[config.mk]
export PLATFORM = sky130hd
export DESIGN_NAME = fpa_front
export DESIGN_NICKNAME = d
export VERILOG_FILES = /design/src/rtl/fpa_pkg.sv /design/src/rtl/fpa_front.sv
export SDC_FILE = /design/constraint.sdc
export NUM_CORES = 1
export LEC_CHECK = 0
export BUFFER_PORTS_ARGS = -buffer_cell sky130_fd_sc_hd__buf_2
export CORE_MARGIN = 2
export CORE_UTILIZATION = 55
export DETAILED_ROUTE_END_ITERATION = 8
export PLACE_DENSITY = 0.84
export SETUP_SLACK_MARGIN = 0.5
export SLEW_MARGIN = 10
export SYNTH_ARGS = -nofsm -noshare
export SYNTH_HDL_FRONTEND = slang
export SYNTH_SLANG_ARGS = --single-unit
[constraint.sdc]
create_clock -name vclk -period 8.4
set_input_delay 1.68 -clock vclk [all_inputs]
set_output_delay 1.68 -clock vclk [all_outputs]
set_load 0.03 [all_outputs]
[src/rtl/fpa_pkg.sv]
// Shared types, command codes and constants of the fixed-point unit.
package fpa_pkg;

  localparam int FRACTION_BITS = 8;
  localparam int DATA_W        = 32;
  localparam int PROD_W        = 2 * DATA_W;
  // Quotient bits: magnitude of a, shifted by the fraction and one more for rounding
  localparam int QUOT_W        = DATA_W + FRACTION_BITS + 1;
  localparam int DIV_STEP      = 2;
  localparam int DIV_STAGES    = (QUOT_W + DIV_STEP - 1) / DIV_STEP;
  localparam int QUEUE_DEPTH   = 2;
  localparam int QPTR_W        = $clog2(QUEUE_DEPTH);

  localparam logic [DATA_W-1:0] RAW_MAX  = {1'b0, {(DATA_W-1){1'b1}}};
  localparam logic [DATA_W-1:0] RAW_MIN  = {1'b1, {(DATA_W-1){1'b0}}};
  localparam logic [PROD_W-1:0] HALF_LSB = PROD_W'(1) << (FRACTION_BITS - 1);
  localparam logic [PROD_W-1:0] MAG_MAX  = PROD_W'(RAW_MAX);
  localparam logic [PROD_W-1:0] MAG_MIN  = PROD_W'(RAW_MIN);

  typedef enum logic [3:0] {
    CMD_ADD      = 4'd0,
    CMD_SUB      = 4'd1,
    CMD_MUL      = 4'd2,
    CMD_DIV      = 4'd3,
    CMD_MIN      = 4'd4,
    CMD_MAX      = 4'd5,
    CMD_CMP      = 4'd6,
    CMD_INC      = 4'd7,
    CMD_DEC      = 4'd8,
    CMD_FROM_INT = 4'd9,
    CMD_TO_INT   = 4'd10
  } cmd_e;

  typedef enum logic [1:0] {
    KIND_SIMPLE,
    KIND_MUL,
    KIND_DIV
  } kind_e;

  // Classified request, as it waits between front and back
  typedef struct packed {
    kind_e             kind;
    logic [DATA_W-1:0] res;
    logic              ovf;
    logic              dz;
    logic              lt;
    logic              eq;
    logic              gt;
    logic              neg;
    logic [DATA_W-1:0] a_mag;
    logic [DATA_W-1:0] b_mag;
  } item_t;

  // One stage of the back pipeline
  typedef struct packed {
    logic              valid;
    kind_e             kind;
    logic [DATA_W-1:0] res;
    logic              ovf;
    logic              dz;
    logic              lt;
    logic              eq;
    logic              gt;
    logic              neg;
    logic [PROD_W-1:0] prod;
    logic [DATA_W-1:0] rem;
    logic [QUOT_W-1:0] dq;
    logic [DATA_W-1:0] d;
  } pipe_t;

  typedef struct packed {
    logic [DATA_W-1:0] value;
    logic              lt;
    logic              eq;
    logic              gt;
    logic              ovf;
    logic              dz;
  } res_t;

endpackage

[src/rtl/fpa_front.sv]
// Front end: decodes a request, settles the simple commands and sets up mul and div.
module fpa_front (
  input  logic [3:0]                       command_i,
  input  logic signed [fpa_pkg::DATA_W-1:0] operand_a_i,
  input  logic signed [fpa_pkg::DATA_W-1:0] operand_b_i,
  output fpa_pkg::item_t                   item_o
);
  import fpa_pkg::*;

  logic signed [DATA_W:0]      sum;
  logic signed [DATA_W:0]      diff;
  logic signed [DATA_W:0]      incr;
  logic signed [DATA_W:0]      decr;
  logic [FRACTION_BITS:0]      top;
  cmd_e                        cmd;

  // Saturate a one-bit-wider result; returns {overflow, value}
  function automatic logic [DATA_W:0] sat(input logic [DATA_W:0] s);
    if (s[DATA_W] != s[DATA_W-1]) begin
      return {1'b1, (s[DATA_W] ? RAW_MIN : RAW_MAX)};
    end
    return {1'b0, s[DATA_W-1:0]};
  endfunction

  always_comb begin
    cmd  = cmd_e'(command_i);
    sum  = {operand_a_i[DATA_W-1], operand_a_i} + {operand_b_i[DATA_W-1], operand_b_i};
    diff = {operand_a_i[DATA_W-1], operand_a_i} - {operand_b_i[DATA_W-1], operand_b_i};
    incr = {operand_a_i[DATA_W-1], operand_a_i} + (DATA_W+1)'(1);
    decr = {operand_a_i[DATA_W-1], operand_a_i} - (DATA_W+1)'(1);
    top  = operand_a_i[DATA_W-1 -: FRACTION_BITS+1];

    item_o       = '0;
    item_o.kind  = KIND_SIMPLE;
    item_o.lt    = operand_a_i < operand_b_i;
    item_o.eq    = operand_a_i == operand_b_i;
    item_o.gt    = operand_a_i > operand_b_i;
    item_o.neg   = operand_a_i[DATA_W-1] ^ operand_b_i[DATA_W-1];
    item_o.a_mag = operand_a_i[DATA_W-1] ? (~operand_a_i + DATA_W'(1)) : operand_a_i;
    item_o.b_mag = operand_b_i[DATA_W-1] ? (~operand_b_i + DATA_W'(1)) : operand_b_i;

    case (cmd)
      CMD_ADD: {item_o.ovf, item_o.res} = sat(sum);
      CMD_SUB: {item_o.ovf, item_o.res} = sat(diff);
      CMD_INC: {item_o.ovf, item_o.res} = sat(incr);
      CMD_DEC: {item_o.ovf, item_o.res} = sat(decr);
      CMD_MUL: item_o.kind = KIND_MUL;
      CMD_DIV: begin
        if (operand_b_i == '0) begin
          item_o.dz  = 1'b1;
          item_o.res = operand_a_i[DATA_W-1] ? RAW_MIN : RAW_MAX;
        end else begin
          item_o.kind = KIND_DIV;
        end
      end
      CMD_MIN: item_o.res = (operand_a_i <= operand_b_i) ? operand_a_i : operand_b_i;
      CMD_MAX: item_o.res = (operand_a_i >= operand_b_i) ? operand_a_i : operand_b_i;
      CMD_FROM_INT: begin
        if ((&top) || !(|top)) begin
          item_o.res = operand_a_i << FRACTION_BITS;
        end else begin
          item_o.ovf = 1'b1;
          item_o.res = operand_a_i[DATA_W-1] ? RAW_MIN : RAW_MAX;
        end
      end
      CMD_TO_INT: item_o.res = operand_a_i >>> FRACTION_BITS;
      default: item_o.res = '0;
    endcase
  end

endmodule

=== Yosys cells after proc, flatten, opt, wreduce, memory -nomap -nowiden ===
Index checks and enable logic that the tools add are counted.

* Logic and storage cells: 67
* Output and inout port bits: 104
* Flip-flop bits (word level): 0
* Bits of input ports: 68

* Multiplexer cells: 34
* $lt $le $gt $ge: 4
* Reduce and logical (&&, ||, !) cells: 6
* Equal/unequal tests: 14
* Bitwise gates (word level): 3
* Add/sub/neg operators: 6

{| class="wikitable"
|+ Operators by type and width
! cell !! count
|-
| 32-bit two-way mux || 11
|-
| 32-bit case mux with 9 select lines || 1
|-
| 33-bit two-way mux || 8
|-
| 32-bit by 2-bit adder with 32-bit output, second input constant || 2
|-
| 32-bit NOT || 2
|-
| 32-bit by 2-bit adder with 33-bit output, second input constant || 1
|-
| 32-bit by 32-bit adder with 33-bit output || 1
|-
| 32-bit by 2-bit subtractor with 33-bit output, second input constant || 1
|-
| 32-bit by 32-bit subtractor with 33-bit output || 1
|-
| 32-bit == test || 1
|-
| 32-bit >= comparator || 1
|-
| 32-bit greater-than comparator || 1
|-
| 32-bit less-or-equal comparator || 1
|-
| 32-bit logical NOT || 1
|-
| 32-bit < comparator || 1
|-
| 4-bit by 3-bit == test with 1-bit output, second input constant || 3
|-
| 4-bit == test, second input constant || 3
|-
| 1-bit two-way mux || 11
|-
| 9-bit AND reduction || 1
|-
| 9-bit OR reduction || 1
|-
| 4-bit by 2-bit == test with 1-bit output, second input constant || 2
|-
| 1-bit case mux with 5 select lines || 1
|-
| 4-bit by 1-bit == test with 1-bit output, second input constant || 1
|-
| 4-bit logical NOT || 1
|-
| other kinds (6) || 9
|}

=== Logic depth before layout (Yosys ltp) ===
* Word-level depth: 6
* Depth in mapped cells: 15

=== Least setup slack after synthesis ===
Ideal clock, no wire load.

* Path type: input to output
* Start point: in operand_b_i[31] (netlist name)
* End point: out item_o[101] (netlist name)
* Arrival: 4825 ps
* Buffers on the path: 1
* Path slack: 1895 ps
* Required time: 6720 ps
* Stages: 12
* Cell sequence: buf_1 > inv_1 > ha_1 > nand4_1 > or3_1 > nor2_1 > nand3_1 > o221ai_1 > mux2i_2 > nand2_1 > mux2i_1 > o21ai_0

{| class="wikitable"
|+ RTL lines
! item !! line !! text
|-
| start: declaration || fpa_front.sv:5 || <nowiki>input logic signed [fpa_pkg::DATA_W-1:0] operand_b_i,</nowiki>
|-
| end: declaration || fpa_front.sv:6 || <nowiki>output fpa_pkg::item_t item_o</nowiki>
|}

==> out/metrics.yaml <==
grt_pass1_vias: 10515
synth_nets: 1551
fin_setup_tns_ns: 0
fin_crit_sh_pct: 93.0
yosys.area.top_type: "xnor2_1"
die-width_um: 130
seq_cell_count: 0
drive_gt1_share_pct: 16.4
hold_end: "item_o[32]"
synth_cells: 1414
p_leak_nw: 4.20
drc: 0
core_mm2: 0.0158
post-route-min-period_ns: 7.81
cts-hold-fix-buffers: 0
fmax_ghz: 0.128
worst_setup_path_end_kind: "output pin"
yosysMostFrequentCell: "nand2_1"
syn_to_final_growth_pct: 10.4
die-area_mm2: 0.0170
wl_mm: 41.9
hpwl_mm: 33.0
wl_per_cell_um: 24.3
grt-ovfl-total: 0
whs_path_depth: 2
grt_max_degree: 49
ys_warn_count: 0
io_buffers: 172
synth_top_area_share_pct: 11.9
antenna_found_initial: 0
synth_top_family_by_area: "compound AO/OA/AOI/OAI gates"
min_from: "operand_a_i[0]"
setup_viol: 0
hold_slack_ns: 3.68
status: "completed"
vias_per_cell: 7.01
seq_area_um2: 0
io_pins: 172
core.rowCount: 46
critical_path_required_ns: 6.72
rsz0062_at_grt: "no"
synth_area_per_cell_um2: 6.22
synth.top_cells.by_area: "xnor2_1 (12%), ha_1 (9.5%), a21oi_1 (7.7%)"
fillers: 1609
p_per_area_mw_per_mm2: 85.1
maxSlewViolCount: 0
utilization_pct: 61.5
syn_area_mm2: 0.00879
final_nets: 1647
synth_compound_area_share_pct: 34.2
crit_type: "in2out"
n_clock_buffer: 0
timing.max_cap.violations: 0
start_kind: "primary input"
synth_common_cells: "nand2_1 (143), a21oi_1 (136), o21ai_0 (126)"
synth_seq_area_share_pct: 0
grt_pass1_wl_mm: 61.7
synthAdderAreaFrac_pct: 9.99
firstDrtPassIters: 6
p_total_uw: 826
synth_xor_xnor_area_share_pct: 13.8
gp_congestion: 1.06
drt_iter0_drc: 1868
worstPathMaxFanout: 16
antenna_cells: 0
cts_setup_buffers: 0
tightest_slew_ns: 1.22
yosys.area_share.simple_pct: 31.9
peakVddDrop_v: 0.0000554
hold_viol: 0
hold_class: "in2out"
track_usage_pct: 46.9
vias: 12091
initial_core_util_pct: 55.7
fp.dieH_um: 130
slew_headroom_pct: 18.3
ant_nets: 0
crit_arrival_ns: 6.13
ys_types: 79
synthMuxAreaShare_pct: 1.20
## layout by cell type, fill, tap and decap left out, types with 16 or more instances in the layout
cell type  count
o21ai_0      126
buf_4         36
or4_1         18
nand2_1      143
xor2_1        17
or3_1         29
nand2b_1      26
a31oi_1       23
inv_1         72
ha_1          67
o31ai_1       17
and3_1        16
nand3_1       40
a21o_1        32
buf_2        172
nor3_1        32
nor2_1       103
a21oi_1      135
xnor2_1      119
nand4_1       40
## kinds of logic (layout without fill, tap and decap cells)
group / Yosys count / after routing
buffers and inverters: 186 / 280
muxes: 10 / 10
adders and majority gates: 69 / 69
and+or+nand+nor: 538 / 538
AOI/OAI and AO/OA: 473 / 473
xor gates and xnor gates: 138 / 138
## layer usage
layer | track usage (%) | share of wire [%] | vias to the layer above
met4 | 27.3 | 7.9 | 0
met5 | 0 | 0 | -
met1 | 62.8 | 38 | 5479
met3 | 6.23 | 12 | 215
li1 | - | - | 5360
met2 | 72.3 | 41 | 1037
## what timing repair did
action                                  in CTS  in global routing
resized for setup                            1                  1
endpoints found under the hold margin        0                  0
endpoints found under the setup margin       2                  5
pin swaps                                    0                  0
## through the flow
step                      std cells  setup WS (ns)  instance area [µm²]
after CTS                      1724          0.776                 9700
after floorplan                1414           1.89                 8790
after global routing           1724          0.565                 9700
after global placement         1724          0.463                 9690
after detailed placement       1724          0.485                 9690
final                          1724          0.591                 9700
## layout make-up
class,instances,area (µm²),share of cell area (%)
timing repair buffer,208,1130,11.7
multi-input combinational,1228,8030,82.8
inverter,72,270,2.79
tap,216,270,2.79
## critical path: stages
cell	delay, ns
buf_2	0.24
ha_1	0.59
and4_1	0.35
nand2_1	0.11
or4_1	0.66
nor2_1	0.40
and4b_1	0.26
mux2i_2	0.41
nand2_1	0.48
mux2i_1	0.22
o21ai_0	0.43
buf_2	0.30
## power by group
part	internal, mW	switching, mW	leakage [nW]
logic	0.260	0.566	4.20
clock network	0	0	0
registers	0	0	0
## worst max path at each step
| stage | slack, ns | endpoint | start | depth (start not counted) |
|---|---|---|---|---|
| 5_1_grt | 0.56 | item_o[101] | operand_a_i[9] | 12 |
| 2_1_floorplan | 1.89 | item_o[101] | operand_b_i[31] | 12 |
| 6_report | 0.59 | item_o[101] | operand_a_i[9] | 12 |
| 3_5_place_dp | 0.49 | item_o[91] | operand_a_i[9] | 12 |
| 4_1_cts | 0.78 | item_o[91] | operand_a_i[9] | 12 |
| 3_3_place_gp | 0.46 | item_o[91] | operand_a_i[9] | 12 |
Power figures use the tool's default switching activity.
