File: config.mk
export PLATFORM = sky130hd
export DESIGN_NAME = fpa_queue
export DESIGN_NICKNAME = d
export VERILOG_FILES = /design/src/rtl/fpa_pkg.sv /design/src/rtl/fpa_queue.sv
export SDC_FILE = /design/constraint.sdc
export NUM_CORES = 1
export LEC_CHECK = 0
export BUFFER_PORTS_ARGS = -buffer_cell sky130_fd_sc_hd__buf_2
export CAP_MARGIN = 20
export CELL_PAD_IN_SITES_DETAIL_PLACEMENT = 1
export CELL_PAD_IN_SITES_GLOBAL_PLACEMENT = 2
export CORE_ASPECT_RATIO = 1.25
export CORE_MARGIN = 10
export CORE_UTILIZATION = 35
export DETAILED_ROUTE_END_ITERATION = 8
export PLACE_DENSITY = 0.85
export SLEW_MARGIN = 30
export SYNTH_ARGS = -nofsm -noshare
export SYNTH_HDL_FRONTEND = slang
export SYNTH_SLANG_ARGS = --single-unit
File: constraint.sdc
create_clock -name clk_i -period 5.85 [get_ports clk_i]
set_input_delay 0.585 -clock clk_i [delete_from_list [all_inputs] [get_ports clk_i]]
set_output_delay 0.585 -clock clk_i [all_outputs]
set_load 0.03 [all_outputs]
File: src/rtl/fpa_pkg.sv
// Shared types, command codes and constants of the fixed-point unit.
package fpa_pkg;

  localparam int FRACTION_BITS = 8;
  localparam int DATA_W        = 32;
  localparam int PROD_W        = 2 * DATA_W;
  // Quotient bits: magnitude of a, shifted by the fraction and one more for rounding
  localparam int QUOT_W        = DATA_W + FRACTION_BITS + 1;
  localparam int DIV_STEP      = 2;
  localparam int DIV_STAGES    = (QUOT_W + DIV_STEP - 1) / DIV_STEP;
  localparam int QUEUE_DEPTH   = 2;
  localparam int QPTR_W        = $clog2(QUEUE_DEPTH);

  localparam logic [DATA_W-1:0] RAW_MAX  = {1'b0, {(DATA_W-1){1'b1}}};
  localparam logic [DATA_W-1:0] RAW_MIN  = {1'b1, {(DATA_W-1){1'b0}}};
  localparam logic [PROD_W-1:0] HALF_LSB = PROD_W'(1) << (FRACTION_BITS - 1);
  localparam logic [PROD_W-1:0] MAG_MAX  = PROD_W'(RAW_MAX);
  localparam logic [PROD_W-1:0] MAG_MIN  = PROD_W'(RAW_MIN);

  typedef enum logic [3:0] {
    CMD_ADD      = 4'd0,
    CMD_SUB      = 4'd1,
    CMD_MUL      = 4'd2,
    CMD_DIV      = 4'd3,
    CMD_MIN      = 4'd4,
    CMD_MAX      = 4'd5,
    CMD_CMP      = 4'd6,
    CMD_INC      = 4'd7,
    CMD_DEC      = 4'd8,
    CMD_FROM_INT = 4'd9,
    CMD_TO_INT   = 4'd10
  } cmd_e;

  typedef enum logic [1:0] {
    KIND_SIMPLE,
    KIND_MUL,
    KIND_DIV
  } kind_e;

  // Classified request, as it waits between front and back
  typedef struct packed {
    kind_e             kind;
    logic [DATA_W-1:0] res;
    logic              ovf;
    logic              dz;
    logic              lt;
    logic              eq;
    logic              gt;
    logic              neg;
    logic [DATA_W-1:0] a_mag;
    logic [DATA_W-1:0] b_mag;
  } item_t;

  // One stage of the back pipeline
  typedef struct packed {
    logic              valid;
    kind_e             kind;
    logic [DATA_W-1:0] res;
    logic              ovf;
    logic              dz;
    logic              lt;
    logic              eq;
    logic              gt;
    logic              neg;
    logic [PROD_W-1:0] prod;
    logic [DATA_W-1:0] rem;
    logic [QUOT_W-1:0] dq;
    logic [DATA_W-1:0] d;
  } pipe_t;

  typedef struct packed {
    logic [DATA_W-1:0] value;
    logic              lt;
    logic              eq;
    logic              gt;
    logic              ovf;
    logic              dz;
  } res_t;

endpackage

File: src/rtl/fpa_queue.sv
// Short queue of classified requests between front and back.
module fpa_queue (
  input  logic           clk_i,
  input  logic           rst_ni,
  input  logic           push_i,
  input  fpa_pkg::item_t wdata_i,
  output logic           full_o,
  input  logic           pop_i,
  output logic           empty_o,
  output fpa_pkg::item_t rdata_o
);
  import fpa_pkg::*;

  item_t               mem_q [QUEUE_DEPTH];
  logic [QPTR_W-1:0]   wptr_q, wptr_d;
  logic [QPTR_W-1:0]   rptr_q, rptr_d;
  logic [QPTR_W:0]     count_q, count_d;
  logic                do_push, do_pop;

  assign full_o  = count_q == (QPTR_W+1)'(QUEUE_DEPTH);
  assign empty_o = count_q == '0;
  assign do_push = push_i && !full_o;
  assign do_pop  = pop_i && !empty_o;
  assign rdata_o = mem_q[rptr_q];

  // Advance pointers and count
  always_comb begin
    wptr_d  = do_push ? wptr_q + QPTR_W'(1) : wptr_q;
    rptr_d  = do_pop ? rptr_q + QPTR_W'(1) : rptr_q;
    count_d = count_q + (QPTR_W+1)'(do_push) - (QPTR_W+1)'(do_pop);
  end

  always_ff @(posedge clk_i or negedge rst_ni) begin
    if (!rst_ni) begin
      wptr_q  <= '0;
      rptr_q  <= '0;
      count_q <= '0;
    end else begin
      wptr_q  <= wptr_d;
      rptr_q  <= rptr_d;
      count_q <= count_d;
    end
  end

  // Store the request
  always_ff @(posedge clk_i) begin
    if (do_push) begin
      mem_q[wptr_q] <= wdata_i;
    end
  end

endmodule

Word level (Yosys, flattened, before mapping)
Memories as Yosys holds them, arrays and structs flattened.
Cells that the tools add are included.
- RAM bits: 208
- memories kept: 1
- latch bits: 0
- word-level logic and storage cells: 16
- register bits after elaboration: 4
- memory bits (read-only): 0
- bits of input ports: 108
- memories (memory ; words ; bits a word ; read ports ; clocked after memory_dff ; write ports ; line ; text):
    mem_q ; 2 ; 104 ; 1 ; 0 ; 1 ; fpa_queue.sv:14 ; item_t mem_q [QUEUE_DEPTH];
- $lt $le $gt $ge: 0
- shift-type cells: 0
- multipliers: 0
- equality and inequality tests: 1
- mux-type cells: 2
- divide/modulo/power cells: 0
- reduce and logical (&&, ||, !) cells: 5
- $add $sub $neg: 4
- bitwise gates (word level): 0
- operators with widths (operator ; count):
    $add A1 B1 Y1 const B ; 2
    $add A2 B1 Y2 ; 1
    $eq A2 B2 Y1 const B ; 1
    $logic_and A1 B1 Y1 ; 2
    $logic_not A1 Y1 ; 2
    $logic_not A2 Y1 ; 1
    $mux W1 ; 2
    $sub A2 B1 Y2 ; 1

Depth between registers and ports, before layout
Gate-level depths: netlist of the first run.
- depth after elaboration: 5
- gate-level depth with buffers: 7
- depth with buffers taken out: 7

Least setup slack after synthesis of the first run
OpenSTA, ideal clock, no wires.
- path type: input to register
- start point: input push_i
- end point: memory mem_q[0][0] in the netlist's numbering, enable pin
- setup slack: 0.276 ns
- library setup time: 0.568 ns
- arrival time: 5.007 ns
- cell stages on the path: 2
- path buffers: 0
- path through: nand2_1 nor2_1
- longest elaborated chain between the ends: 3
- ends and longest elaborated chain (element ; line ; text):
    from (decl) ; fpa_queue.sv:5 ; input logic push_i,
    $logic_and A1 B1 Y1 ; fpa_queue.sv:22 ; assign do_push = push_i && !full_o;
    $mux W1 ; fpa_queue.sv:47 ; if (do_push) begin
    $mux W1 (not written as such) ; fpa_queue.sv:48 ; mem_q[wptr_q] <= wdata_i;
    to (decl) ; fpa_queue.sv:14 ;
Every way passes these cells.

==> results of run 1 <==
[routing by layer]
metal	share of wire (%)	track usage [%]	wire, µm	up-vias
met5	0.093	0	17	-
met4	1.5	2.80	271	2
met3	7.8	4.40	1420	25
met2	53	21.8	9750	139
met1	37	12.8	6780	1982
li1	-	-	-	1814
[layout make-up]
cell class | count | area (µm²) | area share [%]
diodes | 2 | 5.00 | 0.0502
clock buffers | 28 | 594 | 5.96
clock inverters | 12 | 76.3 | 0.765
inverters | 2 | 7.51 | 0.0753
multi-input cells | 116 | 1460 | 14.7
flip-flops and latches | 212 | 6350 | 63.7
well taps | 283 | 354 | 3.55
repair buffers | 219 | 1130 | 11.3
[critical path: stages (launching register included)]
cell	delay, ps
sky130_fd_sc_hd__dfrtp_4	880
sky130_fd_sc_hd__buf_4	620
sky130_fd_sc_hd__mux2_2	410
sky130_fd_sc_hd__buf_2	180
[synthesized netlist by cell type]
cell type	count	area, µm²
sky130_fd_sc_hd__mux2_2	54	608
sky130_fd_sc_hd__edfxtp_1	208	6250
sky130_fd_sc_hd__mux2_4	50	751
sky130_fd_sc_hd__ha_1	2	25.0
sky130_fd_sc_hd__buf_8	1	15.0
sky130_fd_sc_hd__nand2b_1	1	6.26
sky130_fd_sc_hd__xnor2_1	3	26.3
sky130_fd_sc_hd__inv_1	2	7.51
sky130_fd_sc_hd__buf_12	5	100
sky130_fd_sc_hd__buf_2	5	25.0
sky130_fd_sc_hd__dfrtp_1	4	100
sky130_fd_sc_hd__buf_6	1	11.3
sky130_fd_sc_hd__xor2_1	1	8.76
sky130_fd_sc_hd__nor2_1	2	7.51
sky130_fd_sc_hd__nor2b_1	1	6.26
sky130_fd_sc_hd__and3_1	1	6.26
sky130_fd_sc_hd__nand2_1	1	3.75
[cell families (layout without fill, tap and decap cells)]
logic type	Yosys count	after routing	share of synthesized area [%]
flops	212	212	79.8
mux	104	104	17.1
buf+inv	14	261	2.00
simple gates	6	6	0.378
xor+xnor	4	4	0.441
fa+ha+maj	2	2	0.315
other cells	0	2	0
[flip-flops by register name, indices dropped and copies added, names as in the netlist]
register,count
wptr_q,1
count_q,2
rptr_q,1
mem_q,208
[cells in the final DEF, fill, tap and decap left out, types with 2 or more instances in the layout]
cell type	n
sky130_fd_sc_hd__inv_1	2
sky130_fd_sc_hd__mux2_2	54
sky130_fd_sc_hd__diode_2	2
sky130_fd_sc_hd__clkinv_2	4
sky130_fd_sc_hd__buf_2	213
sky130_fd_sc_hd__clkbuf_16	23
sky130_fd_sc_hd__ha_1	2
sky130_fd_sc_hd__clkinv_1	7
sky130_fd_sc_hd__dfrtp_1	3
sky130_fd_sc_hd__clkbuf_1	5
sky130_fd_sc_hd__xnor2_1	3
sky130_fd_sc_hd__edfxtp_1	208
sky130_fd_sc_hd__buf_4	4
sky130_fd_sc_hd__mux2_4	50
[power by group through the flow]
| stage | registers, W | clock network [W] | logic [W] |
|---|---|---|---|
| floorplan | 0.00221 | 0 | 0.00162 |
| global placement | 0.00229 | 0 | 0.00196 |
| detailed placement | 0.00228 | 0 | 0.00205 |
| finish | 0.00224 | 0.00130 | 0.00201 |
| CTS | 0.00225 | 0.00134 | 0.00206 |
| global route | 0.00227 | 0.00141 | 0.00214 |
[through the flow]
stage | power [W] | cells | instance area, µm² | util [%]
after detailed placement | 0.00433 | 831 | 9290 | 41.7
final | 0.00555 | 874 | 9970 | 44.8
after CTS | 0.00565 | 872 | 9970 | 44.7
after global routing | 0.00583 | 873 | 9970 | 44.7
after floorplan | 0.00383 | 342 | 7950 | -
after global placement | 0.00425 | 830 | 9270 | 41.6
[how the worst min path moves through the flow]
stage                      from           end  slack (ps)  cells past startpoint
floorplan                rst_ni    count_q[0]         290                      0
global placement         rst_ni    count_q[0]         390                      1
detailed placement       rst_ni    count_q[0]         400                      1
CTS                 wdata_i[22]  mem_q[1][22]         250                      1
global route        wdata_i[62]  mem_q[0][62]         250                      1
finish              wdata_i[68]  mem_q[1][68]         270                      1
==> impl.org, run 1 <==
** Critical path
- Capture point of the critical path :: rdata_o[1]
- Critical path launch point :: rptr_q
- End of the worst register-to-register path :: mem_q[0][10]
- The worst setup path is of the flop to output pin kind.
- At the worst endpoint, the required time is 5270 ps.
- Worst setup EP type :: output pin
- The worst register-to-register path has a depth of 4.
- Max Fanout on Critical Path :: 43
- Data on the critical path arrives at its endpoint at 2610 ps.
- In this run the register-to-register setup slack is 3390 ps.
- Crit Reg-Reg Startpoint :: count_q[1]
- Critical Path Start Type :: flop

** Cells and area
- After the last flow step, the layout net total stands at 683.
- In the final layout, the share of cells above drive strength 1 is 59.9%.
- From synthesis to final layout, the design area changed by 25.4%.
- Fill cells in the final layout number 2184.

** STA
- The final count of pins violating max slew was 0.
- Worst Clk Skew :: 7.50 ps
- The clock period could shrink to 3190 ps.
- Measured against its own limit, the worst slew margin works out to 41.7%.
- Fraction of the cycle the final worst path needs :: 54.5%
- Summed over all failing endpoints, the final setup total negative slack is 0 ps.
- The total count of hold-check failures in the final report was 0.
- Maximum clock rate :: 0.313 GHz
- Unrepaired setup endpoints after global routing :: false
- # setup viols final :: 0
- After layout, the worst setup slack is 2660 ps.
- For the pin with the worst max-slew slack, the measured transition is 873 ps.
- Worst Hold Margin :: 274 ps

** Detailed routing
- Before antenna repair, the detailed router went through 4 iterations.
- Dividing the detail-routed wire length by the instance count gives 20.9 µm.
- Using the TritonRoute via totals, the vias-per-cell ratio works out to 4.53.
- The detailed router finished its first iteration with 118 violations.
- After detailed routing, the total wire length is 18200 µm.
- Number of remaining DRC errors :: 0
- Antenna viol nets, final :: 0
- Summing over every cut layer, the via total after detailed routing is 3962.

** Place
- Worst slack at placement :: 3130 ps
- Half-perimeter wire length of the detailed placement result :: 13300 µm
- Gp weighted congestion :: 0.705
- Count of input and output buffers :: 213

** Logic synthesis
- Post-Syn Area per Cell :: 23.3 µm²
- Total of flip-flops plus latches after synthesis :: 212
- Sequential elements use 79.8% of the synthesized area.
- Count of unique library cells instantiated by Yosys :: 17
- Netlist Area Pre-Place :: 7950 µm²
- The number of nets handed over by synthesis was 452.
- Synthesis produced a netlist whose cell count is 342.
- Number of warning messages in the yosys log :: 0

** Clock tree
- In this run the number of H-tree levels came out at 1.
- For this design, the sink count on the clock tree is 212.
- In this run the deepest clock path goes through 3 buffers.
- CTS root buf :: sky130_fd_sc_hd__clkbuf_16
- Worst skew pair latency :: 500 ps
- TritonCTS built the clock tree.
- Post-CTS setup buffer count :: 0
- In this run, post-CTS repair resized a total of 0 instances.
- After clock tree synthesis, the clock-pin slew on the worst setup and hold paths is 60 ps.
- Buffers inserted to repair hold after CTS numbered 1.
- In this run, CTS created clock tree buffers numbering 22.

** Min path
- The min-delay analysis places its worst path in the category input port to flop.

** Pwr
- Combinational logic burns 36.2% of the power.
- Switch Pwr :: 0.00198 W
- Part of the power in the clock network :: 23.5%
- Internal power comes to 0.00357 W.
- Switching share of total power :: 35.6%
- Power per standard cell area :: 556 nW/µm²
- Reported leakage power :: 3.86 nW
- Sequential share of power :: 40.3%
- Across the VDD grid, the largest voltage drop is 0.000312 V.

** Floorplan
- The initial utilization of the core area, before any placement, comes to 35.7%.
- Total number of placement rows :: 61
- During I/O placement, the number of pins put on the boundary was 214.
- The floorplan step defined a die boundary enclosing 29200 µm².
- The floorplan step defined a core boundary enclosing 22300 µm².
- In this run the vertical extent of the chip is 189 µm.
- The die is 155 µm wide.

** Global route
- Via count of the first global-routing pass :: 4608
- Initial antenna violation count :: 3
- Global routing used 12.0% of the available tracks across all layers.
- Entering global routing, the biggest net connects 61 pins.
- Aggregate global routing overflow :: 0
- Global-route wire length before repair :: 27500 µm

** Run
- Max-cap violations in this run came to 0.

** Run status
- Outcome :: finished, final reports clean
(Power assumes the default switching activity.)
==> run 2: changes to the inputs <==
--- a/config.mk
+++ b/config.mk
@@ -5,15 +5,16 @@
 export SDC_FILE = /design/constraint.sdc
 export NUM_CORES = 1
 export LEC_CHECK = 0
+export ABC_AREA = 1
 export BUFFER_PORTS_ARGS = -buffer_cell sky130_fd_sc_hd__buf_2
 export CAP_MARGIN = 20
 export CELL_PAD_IN_SITES_DETAIL_PLACEMENT = 1
 export CELL_PAD_IN_SITES_GLOBAL_PLACEMENT = 2
 export CORE_ASPECT_RATIO = 1.25
 export CORE_MARGIN = 10
-export CORE_UTILIZATION = 35
+export CORE_UTILIZATION = 31
 export DETAILED_ROUTE_END_ITERATION = 8
-export PLACE_DENSITY = 0.85
+export PLACE_DENSITY = 0.84
 export SLEW_MARGIN = 30
 export SYNTH_ARGS = -nofsm -noshare
 export SYNTH_HDL_FRONTEND = slang
==> constraint.sdc (replaced) <==
create_clock -name clk_i -period 2.7 [get_ports clk_i]
set_input_delay 0.27 -clock clk_i [delete_from_list [all_inputs] [get_ports clk_i]]
set_output_delay 0.27 -clock clk_i [all_outputs]
set_load 0.03 [all_outputs]
==> run 2 against run 1 <==
  * Synthesized cell count is 69% higher
  * Combinational power grew to 2.5 times the previous value
  * Cell count is 43% higher
  * First-iteration DRC count is 130% higher
  * Clock power is 130% higher
  * Critical path depth is 2 higher
  * Worst hold slack worse by 240 ps
  * Die area is 9.6% higher
  * Core utilization is 0.14 points higher
  * Critical endpoint is now rdata_o[46]
  * Largest cell class unchanged
  * Largest power group is now combinational logic
  * Highest routed layer is now met4
==> impl.org, run 2 <==
** Clock tree
- TritonCTS built the clock tree.
- CTS root buf :: sky130_fd_sc_hd__clkbuf_16
- The clock latency on the worst-skew pair is 500 ps (about the same).
- Resized Gates After CTS :: 0 (unchanged)
- Number of buffers added by the clock tree synthesis step :: 22 (unchanged)
- The maximum root-to-sink buffer count was 3 (unchanged).
- The register clock-pin slew on the reported worst setup and hold paths came to 60 ps (about the same).
- The sink count of the clock tree came to 212 (unchanged).
- # H-tree levels :: 1 (unchanged)

** Logic synthesis
- Yosys top cell by area :: sky130_fd_sc_hd__edfxtp_1
- Sequential cell area fraction in the yosys report :: 81.2% (+1.4 points)
- Number of enable flip-flop cells after synthesis :: 208 (unchanged)
- Combinational family with the most area after synthesis :: simple AND/OR/NAND/NOR gates
- The share of flip-flops with an asynchronous set or reset after synthesis was 1.89% (unchanged).
- Synth Flop Type :: sky130_fd_sc_hd__edfxtp_1
- The xor-xnor portion of the synthesized cell area is 0% (-0.44 points).
- The number of library cell types mapped by synthesis was 11 (-6).
- Netlist Area Pre-Place :: 7820 µm² (-1.7%)
- Area fraction in and, or, nand and nor cells after synthesis :: 15.8% (+15 points)
- Most instantiated library cell after synthesis :: sky130_fd_sc_hd__nand2_1
- The register bit total from synthesis was 212 (unchanged).
- Mux contribution to synthesized area :: 0% (-17 points)
- The synthesized netlist net count was 687 (+52%).
- Post-Syn Area per Cell :: 13.5 µm² (-42%)
- Ranked by total cell area, the synthesized netlist is headed by sky130_fd_sc_hd__edfxtp_1, sky130_fd_sc_hd__nand2_1, sky130_fd_sc_hd__dfrtp_1.
- The cell count after synthesis was 577 (+69%).
- Area share of the largest cell type after synthesis :: 79.9% (+1.4 points)
- The count of warnings emitted by yosys is 0 (unchanged).
- The synthesized-area fraction occupied by adder cells is 0.320% (+0.0055 points).
- After synthesis, the most frequently instantiated cells are sky130_fd_sc_hd__nand2_1, sky130_fd_sc_hd__edfxtp_1, sky130_fd_sc_hd__buf_2, sky130_fd_sc_hd__inv_1, sky130_fd_sc_hd__buf_4.
- The area fraction in compound gates after synthesis is 0% (unchanged).

** Detailed routing
- Vias per cell :: 4.32 (-4.6%)
- Total iterations of the first detailed-routing run :: 6 (+2)
- The wire length per cell after detailed routing is 17.7 µm (-15%).
- Number of remaining DRC errors :: 0 (unchanged)
- The number of design-rule violations left by the first detailed-router iteration is 266 (+130%).
- The detailed-route wire length was 22200 µm (+22%).
- The number of nets still failing antenna checks after routing came to 0 (unchanged).
- The count of vias placed by the detailed router came to 5418 (+37%).

** Global route
- Initial antenna violation count :: 1 (-2)
- The met3 layer usage reported by global route is 3.36% (-1.0 points).
- Met1 track demand over resource :: 13.7% (+0.88 points)
- The global-route met2 utilization came to 25.7% (+3.9 points).
- The final global-route overflow total was 0 (unchanged).
- Layer with the highest usage after global routing :: met2
- Total global-route track usage :: 13.4% (+1.4 points)
- Global-route wire length before repair :: 34000 µm (+24%)
- The largest net degree at the start of global routing was 106 (+74%).
- Via count of the first global-routing pass :: 6035 (+31%)

** Critical path
- The internal reg-to-reg setup slack is 900 ps (-2490 ps).
- Crit Reg-Reg Startpoint :: count_q[1]
- Capture point of the critical path :: rdata_o[46]
- The cell depth of the worst flop-to-flop path was 4 (unchanged).
- End of the worst register-to-register path :: mem_q[1][75]
- The critical path is of the flop to output pin type.
- Critical Path Start Type :: flop
- Critical path launch point :: rptr_q
- The largest fanout on the critical path was 43 (unchanged).
- The worst endpoint required time came to 2430 ps (-2840 ps).
- STA classifies the critical path endpoint as an output pin.
- Arrival time at the worst endpoint :: 1980 ps (-630 ps)

** STA
- The final count of pins violating max slew is 0 (unchanged).
- The aggregate negative setup slack was 0 ps (unchanged).
- Relative max-transition margin :: 57.9% (+16 points)
- The count of final setup violators was 0 (unchanged).
- The slew of the pin with the lowest slew margin came to 630 ps (-242 ps).
- Unrepaired setup endpoints after global routing :: false
- Maximum clock rate :: 0.445 GHz
- Final hold violation count :: 0 (unchanged)
- Fraction of the cycle the final worst path needs :: 83.2%
- Worst Clk Skew :: 7.17 ps (-0.336 ps)
- Clock period minus final worst setup slack :: 2250 ps

** Floorplan
- Placeable core area :: 24700 µm² (+11%)
- Die boundary height :: 198 µm (+4.8%)
- Floorplan die width :: 162 µm (+4.6%)
- The row count came to 64 (+4.9%).
- Initial cell density of the core :: 31.7% (-4.0 points)
- The die area was 32000 µm² (+9.6%).
- Number of top-level pins :: 214 (unchanged)

** Pwr
- Peak supply drop :: 0.000545 V (+75%)
- Reported leakage power :: 4.74 nW (+23%)
- The power density over cell area was 1140 nW/µm² (+110%).

** Run status
- The flow ran to the end, and the final reports show no timing, DRC or antenna violations.

** Cells and area
- The share of the core filled with cells came to 44.9% (+0.14 points).
- Count of filler cells inserted in the layout :: 2637 (+21%)
- The total area of multi-input combinational cells is 1270 µm² (-13%).
- Number of nets in the layout :: 1017 (+49%)
- Leaving out fill and tap cells, the most frequent cells in the layout are sky130_fd_sc_hd__nand2_1, sky130_fd_sc_hd__buf_2, sky130_fd_sc_hd__edfxtp_1.
- Ranked by flip-flop count, first place goes to mem_q.
- The flip-flop count of the largest register, all copies and words added was 208 (unchanged).
- Fraction of layout cells with a size suffix above 1 :: 28.0% (-32 points)
- Most frequent standard cell in the layout excluding fill and tap cells :: sky130_fd_sc_hd__nand2_1
- Layout-stage area growth over the synthesis result :: 41.7%
- The sequential cell area came to 6350 µm² (unchanged).
- Biggest registers after layout :: mem_q (208), count_q (2)

** Min path
- Tightest Hold Check Type :: input port to flop
- Worst hold stages :: 3 (+2)

** Place
- The final weighted congestion of routability-driven global placement was 0.729 (+3.4%).
- Half-perimeter wire length of the detailed placement result :: 14200 µm (+7.1%)
- Count of input and output buffers :: 213 (unchanged)

** Run
- MaxCap Viol Count :: 0 (unchanged)
[run 2: layer usage]
layer	vias to the layer above	share of wire, %	wire [µm]
li1	2598	-	-
met1	2640	36	7960
met2	141	56	12400
met3	39	5.7	1260
met4	0	2.6	578
met5	-	0	0
[run 2: cell families after synthesis]
kind of cell,Yosys count
DFF,212
adders and majority gates,2
and+or+nand+nor,329
buffers and inverters,34
[run 2: cell type report]
type                       count  area share (%)
clock buffer                  26            5.30
inverter                      11           0.429
multi-input combinational    331            11.5
sequential                   212            57.4
clock inverter                13            1.03
timing repair buffer         329            20.7
antenna                        1          0.0226
tap                          330            3.73
[run 2: timing repair]
item,CTS,global route
setup buffers,0,0
hold buffers,105,0
endpoints found under the hold margin,212,0
[run 2: worst max-delay path, stage by stage (launching register included)]
cell and delay, ps:
sky130_fd_sc_hd__dfrtp_4 500, sky130_fd_sc_hd__inv_4 280, sky130_fd_sc_hd__buf_12 270, sky130_fd_sc_hd__nand2_1 100, sky130_fd_sc_hd__nand2_1 90, sky130_fd_sc_hd__buf_2 200
[run 2: through the flow]
stage	hold slack, ps	total power [W]	instances	area, µm²	setup WS (ps)
2_1_floorplan	-25.6	0.00806	577	7830	152
3_3_place_gp	86.1	0.00967	1108	9320	925
3_5_place_dp	92.0	0.00977	1108	9320	887
4_1_cts	11.4	0.0129	1252	11100	375
5_1_grt	27.8	0.0134	1253	11100	312
6_report	35.0	0.0127	1253	11100	452
[run 2: how the worst min path moves through the flow]
| stage | from | to | slack [ps] |
|---|---|---|---|
| 2_1_floorplan | rst_ni | count_q[0] | -30 |
| 3_3_place_gp | rst_ni | rptr_q | 90 |
| 3_5_place_dp | rst_ni | rptr_q | 90 |
| 4_1_cts | pop_i | rptr_q | 10 |
| 6_report | pop_i | rptr_q | 30 |
| 5_1_grt | pop_i | rptr_q | 30 |
[run 2: report_power, final]
part           internal (W)  switching, W  total (W)
combinational       0.00129       0.00377    0.00505
clock               0.00174       0.00122    0.00296
sequential          0.00449      0.000181    0.00467
==> run 3: changes to the inputs <==
==> constraint.sdc (replaced) <==
create_clock -name clk_i -period 2 [get_ports clk_i]
set_input_delay 0.2 -clock clk_i [delete_from_list [all_inputs] [get_ports clk_i]]
set_output_delay 0.2 -clock clk_i [all_outputs]
set_load 0.03 [all_outputs]
==> run 3 against run 2 <==
  * Core utilization increased by 0.22 points
  * Die area unchanged
  * Clock skew increased by 4.4 ps
  * Largest power group unchanged
  * Combinational power grew 41%
  * Clock-buffer cell count is 3 higher
  * Wire length increased by 2.7%
  * Critical path depth down 1
==> impl.org, run 3 (same netlist as run 2, synthesis figures left out) <==
** Global route
- Via count of the first global-routing pass :: 6256 (+3.7%)
- The largest net degree at the start of global routing is 60 (-43%).
- Aggregate global routing overflow :: 0 (unchanged)
- Total global-route track usage :: 13.7% (+0.32 points)
- The first-pass GRT wire length was 35100 µm (+3.1%).
- The number of antenna violations at the first check in global routing came to 0 (-1).

** STA
- The setup slack after layout is 30.3 ps (-422 ps).
- The final hold slack was 78.7 ps (+43.7 ps).
- Fraction of the cycle the final worst path needs :: 98.5%
- Maximum clock rate :: 0.508 GHz
- The final setup skew came to 11.5 ps (+4.36 ps).
- Final hold violation count :: 0 (unchanged)
- Transition at the pin with the smallest max-transition slack :: 352 ps (-278 ps)
- The tightest slew margin relative to the limit came to 76.5% (+19 points).
- Setup repair after global routing could not meet its margin everywhere.
- The final count of pins violating max slew was 0 (unchanged).
- # setup viols final :: 0 (unchanged)
- Clock period minus final worst setup slack :: 1970 ps

** Cells and area
- Relative to the synthesized area, the layout overhead comes to 42.4%.
- The post-layout net count was 1021 (+0.39%).
- Biggest registers after layout :: mem_q (208), count_q (2)
- Final non-filler cell total :: 1255 (+0.16%)
- Antenna diode instance count :: 0 (-1)
- The library cell used most frequently in the layout, excluding fill and tap cells, is sky130_fd_sc_hd__nand2_1.
- Count of filler cells inserted in the layout :: 2630 (-0.27%)
- Highest-count cells in the layout ignoring fill and taps :: sky130_fd_sc_hd__nand2_1, sky130_fd_sc_hd__edfxtp_1, sky130_fd_sc_hd__buf_2
- Area used by multi-input combinational logic :: 1280 µm² (+0.79%)
- Flip-flop count of the largest register, all copies and words added :: 208 (unchanged)
- The cell area after layout is 11100 µm² (+0.50%).
- Register containing the most flip-flops in the final layout :: mem_q
- Fraction of layout cells with a size suffix above 1 :: 27.9% (-0.091 points)
- Sequential standard cell area :: 6350 µm² (unchanged)
- The share of the core filled with cells was 45.1% (+0.22 points).

** Place
- Half-perimeter wire length of the detailed placement result :: 14000 µm (-1.2%)
- The cell area after placement is 9320 µm² (about the same).
- The number of placed cells counting well taps came to 1108 (unchanged).
- The final weighted congestion of routability-driven global placement was 0.744 (+2.1%).
- The number of buffers inserted by port buffering came to 213 (unchanged).
- The minimum setup slack after placement is 436 ps (-450 ps).

** Detailed routing
- Iteration-0 DRC count of the detailed router :: 296 (+11%)
- The detailed-route wire length was 22800 µm (+2.7%).
- The count of vias placed by the detailed router came to 5487 (+1.3%).
- The average via count per standard cell was 4.37 (+1.1%).
- Antenna viol nets, final :: 0 (unchanged)
- Number of remaining DRC errors :: 0 (unchanged)
- The wire length per cell after detailed routing came to 18.2 µm (+2.5%).
- The detailed-routing iteration count for the pre-antenna-repair pass is 6 (unchanged).

** Critical path
- Arrival time at the worst endpoint :: 1770 ps (-210 ps)
- The worst endpoint required time came to 1800 ps (-630 ps).
- Category of the most critical setup path :: flop to output pin
- Critical Path Start Type :: flop
- The number of cells on the critical path came to 4 (-1).
- CP dominant cell by count :: sky130_fd_sc_hd__nand2_1
- Broken down by cell family, the worst path's largest delay share belongs to buffers and inverters.
- The internal reg-to-reg setup slack was 540 ps (-360 ps).
- Slowest stage delay, CP :: 490 ps (about the same)
- The combined buffer and inverter count along the critical path was 2 (-1).
- Tracing the worst setup path back leads to its startpoint at rptr_q.
- The worst setup path is captured at an output pin.
- The cell depth of the worst flop-to-flop path came to 4 (unchanged).
- Max Fanout on Critical Path :: 21 (-51%)
- Cell-by-cell trace of the critical path :: buf_4, nand2_1, nand2_1, clkbuf_4
- Among all stages on the critical path, the largest delay is contributed by sky130_fd_sc_hd__dfrtp_4.
- In this run the critical register-to-register path is launched from count_q[1].

** Pwr
- Switch Pwr :: 0.00705 W (+37%)
- Portion of total power attributed to combinational logic :: 41.7% (+1.8 points)
- Internal power summed over all cells :: 0.0101 W (+34%)
- The clock network power share was 21.4% (-1.9 points).
- Reported leakage power :: 4.75 nW (+0.11%)
- The portion of total power attributed to sequential cells came to 36.9% (about the same).
- Peak supply drop :: 0.000824 V (+51%)
- The switching share of power was 41.2% (+0.45 points).
- The power density over cell area came to 1540 nW/µm² (+34%).

** Floorplan
- The die area came to 32000 µm² (unchanged).
- The die width came to 162 µm (unchanged).
- Number of top-level pins :: 214 (unchanged)
- Total number of placement rows :: 64 (unchanged)
- The placeable core area is 24700 µm² (unchanged).
- Initial cell density of the core :: 31.7% (unchanged)
- The chip height is 198 µm (unchanged).

** Run
- MaxCap Viol Count :: 0 (unchanged)

** Min path
- Tightest Hold Check Type :: input port to asynchronous set/reset pin

** Clock tree
- Number of sinks handled by clock tree synthesis :: 212 (unchanged)
- # H-tree levels :: 1 (unchanged)
- The maximum root-to-sink buffer count is 3 (unchanged).
- The post-CTS setup-driven buffer insertion count was 0 (unchanged).
- TritonCTS built the clock tree.
- CTS root buf :: sky130_fd_sc_hd__clkbuf_16
- The register clock-pin slew on the reported worst setup and hold paths is 60 ps (about the same).
- Number of buffers added by the clock tree synthesis step :: 22 (unchanged)
- The clock latency on the worst-skew pair came to 500 ps (about the same).

** Run status
- The flow ran to the end, and the final reports show no timing, DRC or antenna violations.
-- run 3: changes by cell type in the layout (fill, tap and decap cells not counted), moves of 3 or more --
| cell | previous run | this run |
|---|---|---|
| sky130_fd_sc_hd__buf_2 | 213 | 200 |
| sky130_fd_sc_hd__clkinv_2 | 4 | 1 |
| sky130_fd_sc_hd__clkbuf_1 | 3 | 6 |
| sky130_fd_sc_hd__clkbuf_4 | 0 | 13 |
-- run 3: path summary, 6_finish.rpt --
path	endpoint
max	rdata_o[2]
min in group clk_i	mem_q[1][73]
min	count_q[1]
max reg2reg	mem_q[1][64]
max in group asynchronous	rptr_q
min reg2reg	wptr_q
-- run 3: layout make-up --
cell class | instances | area share, %
flip-flops and latches | 212 | 57.1
repair buffers | 333 | 21.5
multi-input cells | 331 | 11.5
clock buffers | 29 | 5.38
well taps | 330 | 3.71
inverters | 11 | 0.472
clock inverters | 9 | 0.315
-- run 3: layer usage --
layer  GRT usage (%)  share of wire, %  up-vias  wire length, µm
li1                -                 -     2606                -
met1            14.6                37     2677             8430
met2            25.7                54      169            12300
met3            3.44               6.4       35             1450
met4            4.59               2.6        0              603
met5               0                 0        -                0
-- run 3: what timing repair did --
action / CTS / global route
cloned: 0 / 2
hold endpoints to repair: 214 / 0
resized for setup: 2 / 19
hold buffers: 107 / 0
setup endpoints to repair: 68 / 55
-- run 3: power groups by stage --
| stage | sequential, W | clock, W | combinational (W) |
|---|---|---|---|
| 2_1_floorplan | 0.00636 | 0 | 0.00453 |
| 3_3_place_gp | 0.00634 | 0 | 0.00674 |
| 3_5_place_dp | 0.00640 | 0 | 0.00681 |
| 4_1_cts | 0.00631 | 0.00380 | 0.00702 |
| 5_1_grt | 0.00641 | 0.00396 | 0.00780 |
| 6_report | 0.00632 | 0.00366 | 0.00714 |
-- run 3: stage by stage --
| step | TNS [ps] | total power, W |
|---|---|---|
| detailed placement | 0 | 0.0132 |
| global route | -112 | 0.0182 |
| CTS | 0 | 0.0171 |
| global placement | 0 | 0.0131 |
| floorplan | -105430 | 0.0109 |
| finish | 0 | 0.0171 |
